## src/rtl/rsb_pkg.sv

```systemverilog
package rsb_pkg;

  localparam int VALUE_W     = 8;
  localparam int MAX_ITEMS   = 64;
  localparam int KEY_BITS    = 8;

  localparam int IDX_W       = (MAX_ITEMS > 1) ? $clog2(MAX_ITEMS) : 1;
  localparam int CNT_W       = $clog2(MAX_ITEMS + 1);
  localparam int PASS_W      = (KEY_BITS > 1) ? $clog2(KEY_BITS) : 1;

  localparam int QUEUE_DEPTH = 2;
  localparam int QPTR_W      = (QUEUE_DEPTH > 1) ? $clog2(QUEUE_DEPTH) : 1;
  localparam int QCNT_W      = $clog2(QUEUE_DEPTH + 1);

  // one queued input item
  typedef struct packed {
    logic [VALUE_W-1:0] value;
    logic               last;
  } q_item_t;

  // sort engine status, seen by the top level
  typedef struct packed {
    logic loading;
    logic emitting;
  } stat_t;

  typedef enum logic [1:0] {
    ST_LOAD,
    ST_COUNT,
    ST_SCATTER,
    ST_EMIT
  } sort_state_t;

  // key bit of a pass; passes past the byte see zero
  function automatic logic key_bit(logic [VALUE_W-1:0] v, logic [PASS_W-1:0] p);
    logic [VALUE_W-1:0] sh;
    sh = v >> p;
    return sh[0];
  endfunction

endpackage

```

## src/rtl/rsb_ifs.sv

```systemverilog
interface rsb_in_if;
  import rsb_pkg::*;

  logic               valid;
  logic               ready;
  logic [VALUE_W-1:0] value;
  logic               last;

  modport source (output valid, output value, output last, input ready);
  modport sink   (input valid, input value, input last, output ready);
endinterface

interface rsb_out_if;
  import rsb_pkg::*;

  logic               valid;
  logic               ready;
  logic [VALUE_W-1:0] sorted_value;
  logic               end_of_set;

  modport source (output valid, output sorted_value, output end_of_set, input ready);
  modport sink   (input valid, input sorted_value, input end_of_set, output ready);
endinterface

```

## src/rtl/binary_lsd_radix_sort_bytes_top.sv

```systemverilog
// Binary LSD radix sort of a set of bytes.
// in_ch  : one byte per item (value), last = 1 closes the set and starts the sort.
//          Up to 64 bytes are kept; bytes past that are dropped, also one carrying
//          last, and the sort still runs on what is stored.
// out_ch : the stored bytes in ascending order, one per item, end_of_set = 1 on the
//          final one. Results appear only after a set is closed.
// A two-item queue sits between the input side and the sort engine, so the input
// keeps taking items while the engine is busy until the queue fills.
// Flow for a set of stored bytes: the engine stores each queued item while loading.
// The sort makes eight passes over two buffer RAMs, each pass a counting walk and a
// scatter walk over the stored bytes. The output then streams one item per cycle
// while the receiver is ready; the two buffer walks per key bit take most of the
// time of a set. The first result comes only after all eight passes are done.
// A stalled receiver holds the current result and pauses the output walk; new
// items wait in the queue until the whole set has been delivered.
// Reset (rst, synchronous) empties the queue, clears the byte count and drops any
// set in progress; buffer contents are not cleared and need not be.
module binary_lsd_radix_sort_bytes_top (
  input  logic      clk,
  input  logic      rst,
  rsb_in_if.sink    in_ch,
  rsb_out_if.source out_ch
);
  import rsb_pkg::*;

  logic    q_valid;
  logic    q_ready;
  q_item_t q_item;
  stat_t   bstat;

  // input side: handshake and item queue
  rsb_front u_front (
    .clk     (clk),
    .rst     (rst),
    .in_ch   (in_ch),
    .q_valid (q_valid),
    .q_ready (q_ready),
    .q_item  (q_item)
  );

  // sort engine: buffers, counting and scatter passes, result stream
  rsb_back u_back (
    .clk     (clk),
    .rst     (rst),
    .q_valid (q_valid),
    .q_ready (q_ready),
    .q_item  (q_item),
    .out_ch  (out_ch),
    .status  (bstat)
  );

  // results only while the engine streams the sorted set
  a_out_in_emit: assert property (@(posedge clk) disable iff (rst)
    out_ch.valid |-> bstat.emitting)
    else $error("result shown outside the output phase");

  // engine takes items from the queue only while loading
  a_pop_in_load: assert property (@(posedge clk) disable iff (rst)
    (q_valid && q_ready) |-> bstat.loading)
    else $error("queue popped while sorting or emitting");

  // a full queue always offers an item to the engine
  a_full_has_item: assert property (@(posedge clk) disable iff (rst)
    !in_ch.ready |-> q_valid)
    else $error("input stalled with an empty queue");

  // nothing follows the final byte of a set right away
  a_eos_closes: assert property (@(posedge clk) disable iff (rst)
    (out_ch.valid && out_ch.ready && out_ch.end_of_set) |=> !out_ch.valid)
    else $error("result after end of set");

endmodule

```

## src/rtl/rsb_ram.sv

```systemverilog
module rsb_ram #(
  parameter int WIDTH = 8,
  parameter int DEPTH = 64
) (
  input  logic                                       clk,
  input  logic                                       we,
  input  logic [((DEPTH > 1) ? $clog2(DEPTH) : 1)-1:0] waddr,
  input  logic [WIDTH-1:0]                           wdata,
  input  logic                                       re,
  input  logic [((DEPTH > 1) ? $clog2(DEPTH) : 1)-1:0] raddr,
  output logic [WIDTH-1:0]                           rdata
);

  logic [WIDTH-1:0] mem [DEPTH];

  always_ff @(posedge clk) begin
    if (we) begin
      mem[waddr] <= wdata;
    end
    if (re) begin
      rdata <= mem[raddr];
    end
  end

endmodule

```

## src/rtl/rsb_front.sv

```systemverilog
module rsb_front (
  input  logic            clk,
  input  logic            rst,
  rsb_in_if.sink          in_ch,
  output logic            q_valid,
  input  logic            q_ready,
  output rsb_pkg::q_item_t q_item
);
  import rsb_pkg::*;

  q_item_t           entries [QUEUE_DEPTH];
  logic [QPTR_W-1:0] wr_ptr;
  logic [QPTR_W-1:0] rd_ptr;
  logic [QCNT_W-1:0] fill;
  logic              push;
  logic              pop;

  assign in_ch.ready = (fill != QCNT_W'(QUEUE_DEPTH));
  assign q_valid     = (fill != '0);
  assign q_item      = entries[rd_ptr];
  assign push        = in_ch.valid && in_ch.ready;
  assign pop         = q_valid && q_ready;

  always_ff @(posedge clk) begin
    if (rst) begin
      wr_ptr <= '0;
      rd_ptr <= '0;
      fill   <= '0;
    end else begin
      if (push) begin
        wr_ptr <= (wr_ptr == QPTR_W'(QUEUE_DEPTH - 1)) ? '0 : wr_ptr + 1'b1;
      end
      if (pop) begin
        rd_ptr <= (rd_ptr == QPTR_W'(QUEUE_DEPTH - 1)) ? '0 : rd_ptr + 1'b1;
      end
      if (push && !pop) begin
        fill <= fill + 1'b1;
      end else if (pop && !push) begin
        fill <= fill - 1'b1;
      end
    end
  end

  always_ff @(posedge clk) begin
    if (push) begin
      entries[wr_ptr] <= '{value: in_ch.value, last: in_ch.last};
    end
  end

endmodule

```

## src/rtl/rsb_back.sv

```systemverilog
module rsb_back (
  input  logic             clk,
  input  logic             rst,
  input  logic             q_valid,
  output logic             q_ready,
  input  rsb_pkg::q_item_t q_item,
  rsb_out_if.source        out_ch,
  output rsb_pkg::stat_t   status
);
  import rsb_pkg::*;

  sort_state_t        state, state_next;
  logic [CNT_W-1:0]   cnt, cnt_next;
  logic [CNT_W-1:0]   n, n_next;
  logic [CNT_W-1:0]   idx, idx_next;
  logic [CNT_W-1:0]   zeros, zeros_next;
  logic [CNT_W-1:0]   slot0, slot0_next;
  logic [CNT_W-1:0]   slot1, slot1_next;
  logic [PASS_W-1:0]  pass, pass_next;
  logic               src_sel, src_sel_next;
  logic               pend, pend_next;
  logic               out_valid, out_valid_next;
  logic               eos, eos_next;

  logic [CNT_W-1:0]   idx_inc;
  logic               idx_more;
  logic               out_free;
  logic               kb;

  // buffer 0 is the primary buffer, buffer 1 the scratch buffer
  logic               wr_en, wr_sel, rd_en, rd_sel;
  logic [IDX_W-1:0]   wr_addr, rd_addr;
  logic [VALUE_W-1:0] wr_data;
  logic [VALUE_W-1:0] rdata0, rdata1, src_rdata;

  rsb_ram #(.WIDTH(VALUE_W), .DEPTH(MAX_ITEMS)) u_primary (
    .clk   (clk),
    .we    (wr_en && !wr_sel),
    .waddr (wr_addr),
    .wdata (wr_data),
    .re    (rd_en && !rd_sel),
    .raddr (rd_addr),
    .rdata (rdata0)
  );

  rsb_ram #(.WIDTH(VALUE_W), .DEPTH(MAX_ITEMS)) u_scratch (
    .clk   (clk),
    .we    (wr_en && wr_sel),
    .waddr (wr_addr),
    .wdata (wr_data),
    .re    (rd_en && rd_sel),
    .raddr (rd_addr),
    .rdata (rdata1)
  );

  assign src_rdata = src_sel ? rdata1 : rdata0;
  assign kb        = key_bit(src_rdata, pass);
  assign idx_inc   = idx + CNT_W'(1);
  assign idx_more  = (idx < n);
  assign out_free  = !out_valid || out_ch.ready;

  assign q_ready             = (state == ST_LOAD);
  assign out_ch.valid        = out_valid;
  assign out_ch.sorted_value = src_rdata;
  assign out_ch.end_of_set   = eos;
  assign status.loading      = (state == ST_LOAD);
  assign status.emitting     = (state == ST_EMIT);

  always_comb begin
    state_next     = state;
    cnt_next       = cnt;
    n_next         = n;
    idx_next       = idx;
    zeros_next     = zeros;
    slot0_next     = slot0;
    slot1_next     = slot1;
    pass_next      = pass;
    src_sel_next   = src_sel;
    pend_next      = 1'b0;
    out_valid_next = out_valid;
    eos_next       = eos;
    wr_en          = 1'b0;
    wr_sel         = 1'b0;
    wr_addr        = '0;
    wr_data        = q_item.value;
    rd_en          = 1'b0;
    rd_sel         = src_sel;
    rd_addr        = idx[IDX_W-1:0];

    case (state)
      ST_LOAD: begin
        if (q_valid) begin
          if (cnt < CNT_W'(MAX_ITEMS)) begin
            wr_en    = 1'b1;
            wr_addr  = cnt[IDX_W-1:0];
            cnt_next = cnt + CNT_W'(1);
          end
          if (q_item.last) begin
            n_next       = (cnt < CNT_W'(MAX_ITEMS)) ? cnt + CNT_W'(1) : cnt;
            idx_next     = '0;
            zeros_next   = '0;
            pass_next    = '0;
            src_sel_next = 1'b0;
            state_next   = ST_COUNT;
          end
        end
      end

      ST_COUNT: begin
        if (idx_more) begin
          rd_en     = 1'b1;
          idx_next  = idx_inc;
          pend_next = 1'b1;
        end
        if (pend && !kb) begin
          zeros_next = zeros + CNT_W'(1);
        end
        if (!idx_more && !pend) begin
          slot0_next = '0;
          slot1_next = zeros;
          idx_next   = '0;
          state_next = ST_SCATTER;
        end
      end

      ST_SCATTER: begin
        if (idx_more) begin
          rd_en     = 1'b1;
          idx_next  = idx_inc;
          pend_next = 1'b1;
        end
        if (pend) begin
          wr_en   = 1'b1;
          wr_sel  = !src_sel;
          wr_data = src_rdata;
          if (kb) begin
            wr_addr    = slot1[IDX_W-1:0];
            slot1_next = slot1 + CNT_W'(1);
          end else begin
            wr_addr    = slot0[IDX_W-1:0];
            slot0_next = slot0 + CNT_W'(1);
          end
        end
        if (!idx_more && !pend) begin
          idx_next     = '0;
          zeros_next   = '0;
          src_sel_next = !src_sel;
          if (pass == PASS_W'(KEY_BITS - 1)) begin
            state_next = ST_EMIT;
          end else begin
            pass_next  = pass + PASS_W'(1);
            state_next = ST_COUNT;
          end
        end
      end

      ST_EMIT: begin
        // RAM read register doubles as the output register
        if (idx_more && out_free) begin
          rd_en          = 1'b1;
          idx_next       = idx_inc;
          eos_next       = (idx_inc == n);
          out_valid_next = 1'b1;
        end else if (out_ch.ready) begin
          out_valid_next = 1'b0;
        end
        if (!idx_more && out_free) begin
          cnt_next   = '0;
          state_next = ST_LOAD;
        end
      end

      default: begin
        state_next = ST_LOAD;
      end
    endcase
  end

  always_ff @(posedge clk) begin
    if (rst) begin
      state     <= ST_LOAD;
      cnt       <= '0;
      pend      <= 1'b0;
      out_valid <= 1'b0;
    end else begin
      state     <= state_next;
      cnt       <= cnt_next;
      pend      <= pend_next;
      out_valid <= out_valid_next;
    end
  end

  always_ff @(posedge clk) begin
    n       <= n_next;
    idx     <= idx_next;
    zeros   <= zeros_next;
    slot0   <= slot0_next;
    slot1   <= slot1_next;
    pass    <= pass_next;
    src_sel <= src_sel_next;
    eos     <= eos_next;
  end

endmodule
```

## src/flat_wrapper.sv

```systemverilog
// flat-port wrapper written by rule: the top's interface ports become plain ports
module binary_lsd_radix_sort_bytes_top_flat import rsb_pkg::*;
  (clk, rst, in_ch_valid, in_ch_value, in_ch_last, in_ch_ready, out_ch_valid, out_ch_sorted_value, out_ch_end_of_set, out_ch_ready);
  rsb_in_if in_ch_i ();
  rsb_out_if out_ch_i ();
  input  logic clk;
  input  logic rst;
  input wire logic [$bits(in_ch_i.valid)-1:0] in_ch_valid;
  input wire logic [$bits(in_ch_i.value)-1:0] in_ch_value;
  input wire logic [$bits(in_ch_i.last)-1:0] in_ch_last;
  output wire logic [$bits(in_ch_i.ready)-1:0] in_ch_ready;
  output wire logic [$bits(out_ch_i.valid)-1:0] out_ch_valid;
  output wire logic [$bits(out_ch_i.sorted_value)-1:0] out_ch_sorted_value;
  output wire logic [$bits(out_ch_i.end_of_set)-1:0] out_ch_end_of_set;
  input wire logic [$bits(out_ch_i.ready)-1:0] out_ch_ready;
  assign in_ch_i.valid = in_ch_valid;
  assign in_ch_i.value = in_ch_value;
  assign in_ch_i.last = in_ch_last;
  assign in_ch_ready = in_ch_i.ready;
  assign out_ch_valid = out_ch_i.valid;
  assign out_ch_sorted_value = out_ch_i.sorted_value;
  assign out_ch_end_of_set = out_ch_i.end_of_set;
  assign out_ch_i.ready = out_ch_ready;
  binary_lsd_radix_sort_bytes_top u_core (.clk(clk), .rst(rst), .in_ch(in_ch_i), .out_ch(out_ch_i));
endmodule
```

## config.mk

```make
export PLATFORM = sky130hd
export DESIGN_NAME = binary_lsd_radix_sort_bytes_top_flat
export DESIGN_NICKNAME = d
export VERILOG_FILES = /design/src/rtl/rsb_pkg.sv /design/src/rtl/rsb_ifs.sv /design/src/rtl/binary_lsd_radix_sort_bytes_top.sv /design/src/rtl/rsb_ram.sv /design/src/rtl/rsb_front.sv /design/src/rtl/rsb_back.sv /design/src/flat_wrapper.sv
export SDC_FILE = /design/constraint.sdc
export NUM_CORES = 1
export LEC_CHECK = 0
export BUFFER_PORTS_ARGS = -buffer_cell sky130_fd_sc_hd__buf_2
export CAP_MARGIN = 10
export CORE_MARGIN = 2
export CORE_UTILIZATION = 40
export DETAILED_ROUTE_END_ITERATION = 16
export PLACE_DENSITY_LB_ADDON = 0.25
export SLEW_MARGIN = 20
export SYNTH_ARGS = -nofsm -noshare
export SYNTH_HDL_FRONTEND = slang
export SYNTH_SLANG_ARGS = --single-unit
```

## constraint.sdc

```tcl
create_clock -name clk -period 6.4 [get_ports clk]
set_input_delay 0.64 -clock clk [delete_from_list [all_inputs] [get_ports clk]]
set_output_delay 0.64 -clock clk [all_outputs]
set_load 0.1 [all_outputs]
```

==> run metrics <==
dpl hpwl=60.1 mm; syn nets=2042; core area=0.110 mm²; internal power=15.3 mW; I/O pins=24; initial antenna violation count=3; Cell Area, Placed=0.0467 mm²; largest net degree at the start of global routing=129; root buf cell=clkbuf_16; GRT Util Overall=17.9%; Die X=337 µm; CP required=6.69 ns; Clock transition at path regs=0.06 ns; fmax=0.202 GHz; max-cap violations=0; Ys Warns=0; FF-to-FF path depth=7; clk buf depth=3; worst slack, placed=1.44 ns; gr ovfl total=0; fin cells=3665; ys async rst share=0%; final hold viol count=0; most common cell in the netlist=edfxtp_1; worst vdd ir=0.000493 V; post-synth cell types=59; Power Total=22.0 mW; Comb pwr share=30.3%; largest area contributor in the synthesized netlist=edfxtp_1; Tmin final=4.96 ns; Worst Setup Start Kind=register; CTS Hold Bufs=0; Setup Viol. Count Final=0; Initial Utilization=40.3%; Area Overhead vs Synth=13.2%; Placed Cells incl. Taps=3469; Syn Area/Cell=22.1 µm²; Least-Margin Pin Slew=1.13 ns; Tightest Hold Check Type=input pin to register; RSZ-0062 raised after global routing=no; setup tns final=0 ns; CTS Buf Count=108; clk sinks=1111; via-per-instance ratio=5.61; synthesized area=0.0444 mm²; Leak Pwr=15.2 nW; first-pass GRT wire length=148 mm; sw frac=30.6%; Psw=6.73 mW; Post-Route Hold Slack=0.155 ns; Synth Instances=2009; CP arrival=5.25 ns; worst setup margin=1.44 ns; vias in the first global route=20800; max-slew headroom at the worst pin=23.8%; drt first pass iters=5; Crit Path Class=register to register; top cells by count, synth=1095 x edfxtp_1, 341 x mux4_2, 107 x nor3_1, 73 x clkbuf_1, 34 x nor2_1; Core Rows=122; ranking of synthesized cells by area=edfxtp_1 74%, mux4_2 17%, nor3_1 1.2%, dfxtp_1 0.72%, nor3_2 0.70%; clk_lat worst skew=0.69 ns; pwr dens=437 mW/mm²; Ant. Diodes=0; Final GP Congestion=0.834; DRC Markers=0; CP Capture Type=register; DR iter-0 viols=1838; routed len/inst=27.5 µm; Hold Path Depth=1; nets@finish=2125; Post-CTS Setup Inserts=0; CP max FO=16; final core occ=45.6%; post-route cell area=0.0503 mm²; die height=337 µm; Detail Route Antenna Nets=0; power share of the clock group=28.3%; FF+latch count, synth=1111; Primary FF master, synth=edfxtp_1; post-synth top area share=74.0%; die area=0.114 mm²; share of cells above drive strength 1=32.6%; Final period util=77.5%; Seq/Total Area, Yosys=74.7%; CTS tree=yes; CTS HTree Levels=3; WL final=101 mm; number of synthesized flops with an enable pin=1095; vias=20600; Worst Skew=0.0329 ns; Port Buffers=23; outcome=finished, final reports clean; quantity of gates resized following cts=0; fill count=9047; Seq pwr share=41.4%; final slew viol count=0
-- layout by cell type (no fill, tap or decap), types with 20 or more instances in the layout --
| cell | synthesis | layout |
|---|---|---|
| edfxtp_1 | 1095 | 1095 |
| mux4_2 | 341 | 341 |
| clkbuf_16 | 0 | 109 |
| nor3_2 | 31 | 80 |
| buf_4 | 3 | 66 |
| nor3_1 | 107 | 58 |
| nor2_1 | 34 | 34 |
| clkbuf_1 | 73 | 26 |
| nand2_1 | 23 | 23 |
| buf_2 | 29 | 23 |
| ha_1 | 20 | 20 |
-- sequential cells by signal, indices dropped and copies added, names as in the netlist, 2 cells and up, named ones only --
register                       flops
u_core.u_back.u_primary.mem      512
u_core.u_back.u_scratch.mem      512
u_core.u_front.entries            18
u_core.u_back.u_primary.rdata      8
u_core.u_back.u_scratch.rdata      8
u_core.u_back.cnt                  7
u_core.u_back.idx                  7
u_core.u_back.n                    7
u_core.u_back.slot0                6
u_core.u_back.slot1                6
u_core.u_back.zeros                6
u_core.u_back.pass                 3
u_core.u_back.state                2
u_core.u_front.fill                2
-- kinds of logic (layout without fill, tap and decap cells) --
logic type	count (synthesis)	after routing	synth area share, %
DFF	1111	1111	74.7
adders and majority gates	20	20	0.563
buffers and inverters	142	310	1.36
and+or+nand+nor	269	269	3.57
muxes	375	375	18.1
AOI/OAI and AO/OA	61	61	1.04
xor gates and xnor gates	31	31	0.611
-- layer usage --
layer | vias up | track usage, % | part of all wire [%]
met1 | 11100 | 26.0 | 43
met2 | 715 | 27.7 | 48
met4 | 2 | 5.04 | 2.2
met5 | - | 0 | 0.0079
met3 | 124 | 3.40 | 6.8
li1 | 8660 | - | -
-- cell type report --
type | instances | area, µm² | share of cell area, %
Clock buffer | 136 | 2840 | 5.64
Clock inverter | 59 | 603 | 1.20
Inverter | 17 | 63.8 | 0.127
Multi-Input combinational cell | 756 | 11000 | 21.8
Sequential cell | 1111 | 33200 | 66.0
Tap cell | 1488 | 1860 | 3.70
Timing Repair Buffer | 98 | 773 | 1.54
-- power by group through the flow --
| stage | registers, mW | clock network, mW | logic (mW) |
|---|---|---|---|
| after floorplan | 9.25 | 0 | 4.50 |
| after global placement | 9.25 | 0 | 6.68 |
| after detailed placement | 9.26 | 0 | 6.77 |
| after CTS | 9.11 | 6.35 | 6.77 |
| after global routing | 9.12 | 6.64 | 7.07 |
| final | 9.10 | 6.23 | 6.66 |
-- critical path, stage by stage (launching register included) --
cell and delay [ns]:
edfxtp_1 0.78, mux4_2 0.64, mux2i_4 0.32, mux2i_1 0.42, o221a_2 0.35, nand3b_1 0.75, buf_4 0.49, nor3_1 0.79
-- path summary, 6_finish.rpt --
kind | startpoint | slack (ns) | to
worst min-delay path | in_ch_value[7] | 0.15 | u_core.u_front.entries[0][8]$_DFFE_PP_
worst max-delay path | u_core.u_back.rd_sel$_SDFFCE_PN0P_ | 1.44 | u_core.u_back.u_scratch.mem[44][0]$_DFFE_PP_
worst min register to register | u_core.u_front.rd_ptr$_SDFFE_PP0P_ | 0.51 | register
worst max register to register | u_core.u_back.rd_sel$_SDFFCE_PN0P_ | 1.44 | u_core.u_back.u_scratch.mem[44][0]$_DFFE_PP_
Power figures use the tool's default switching activity.
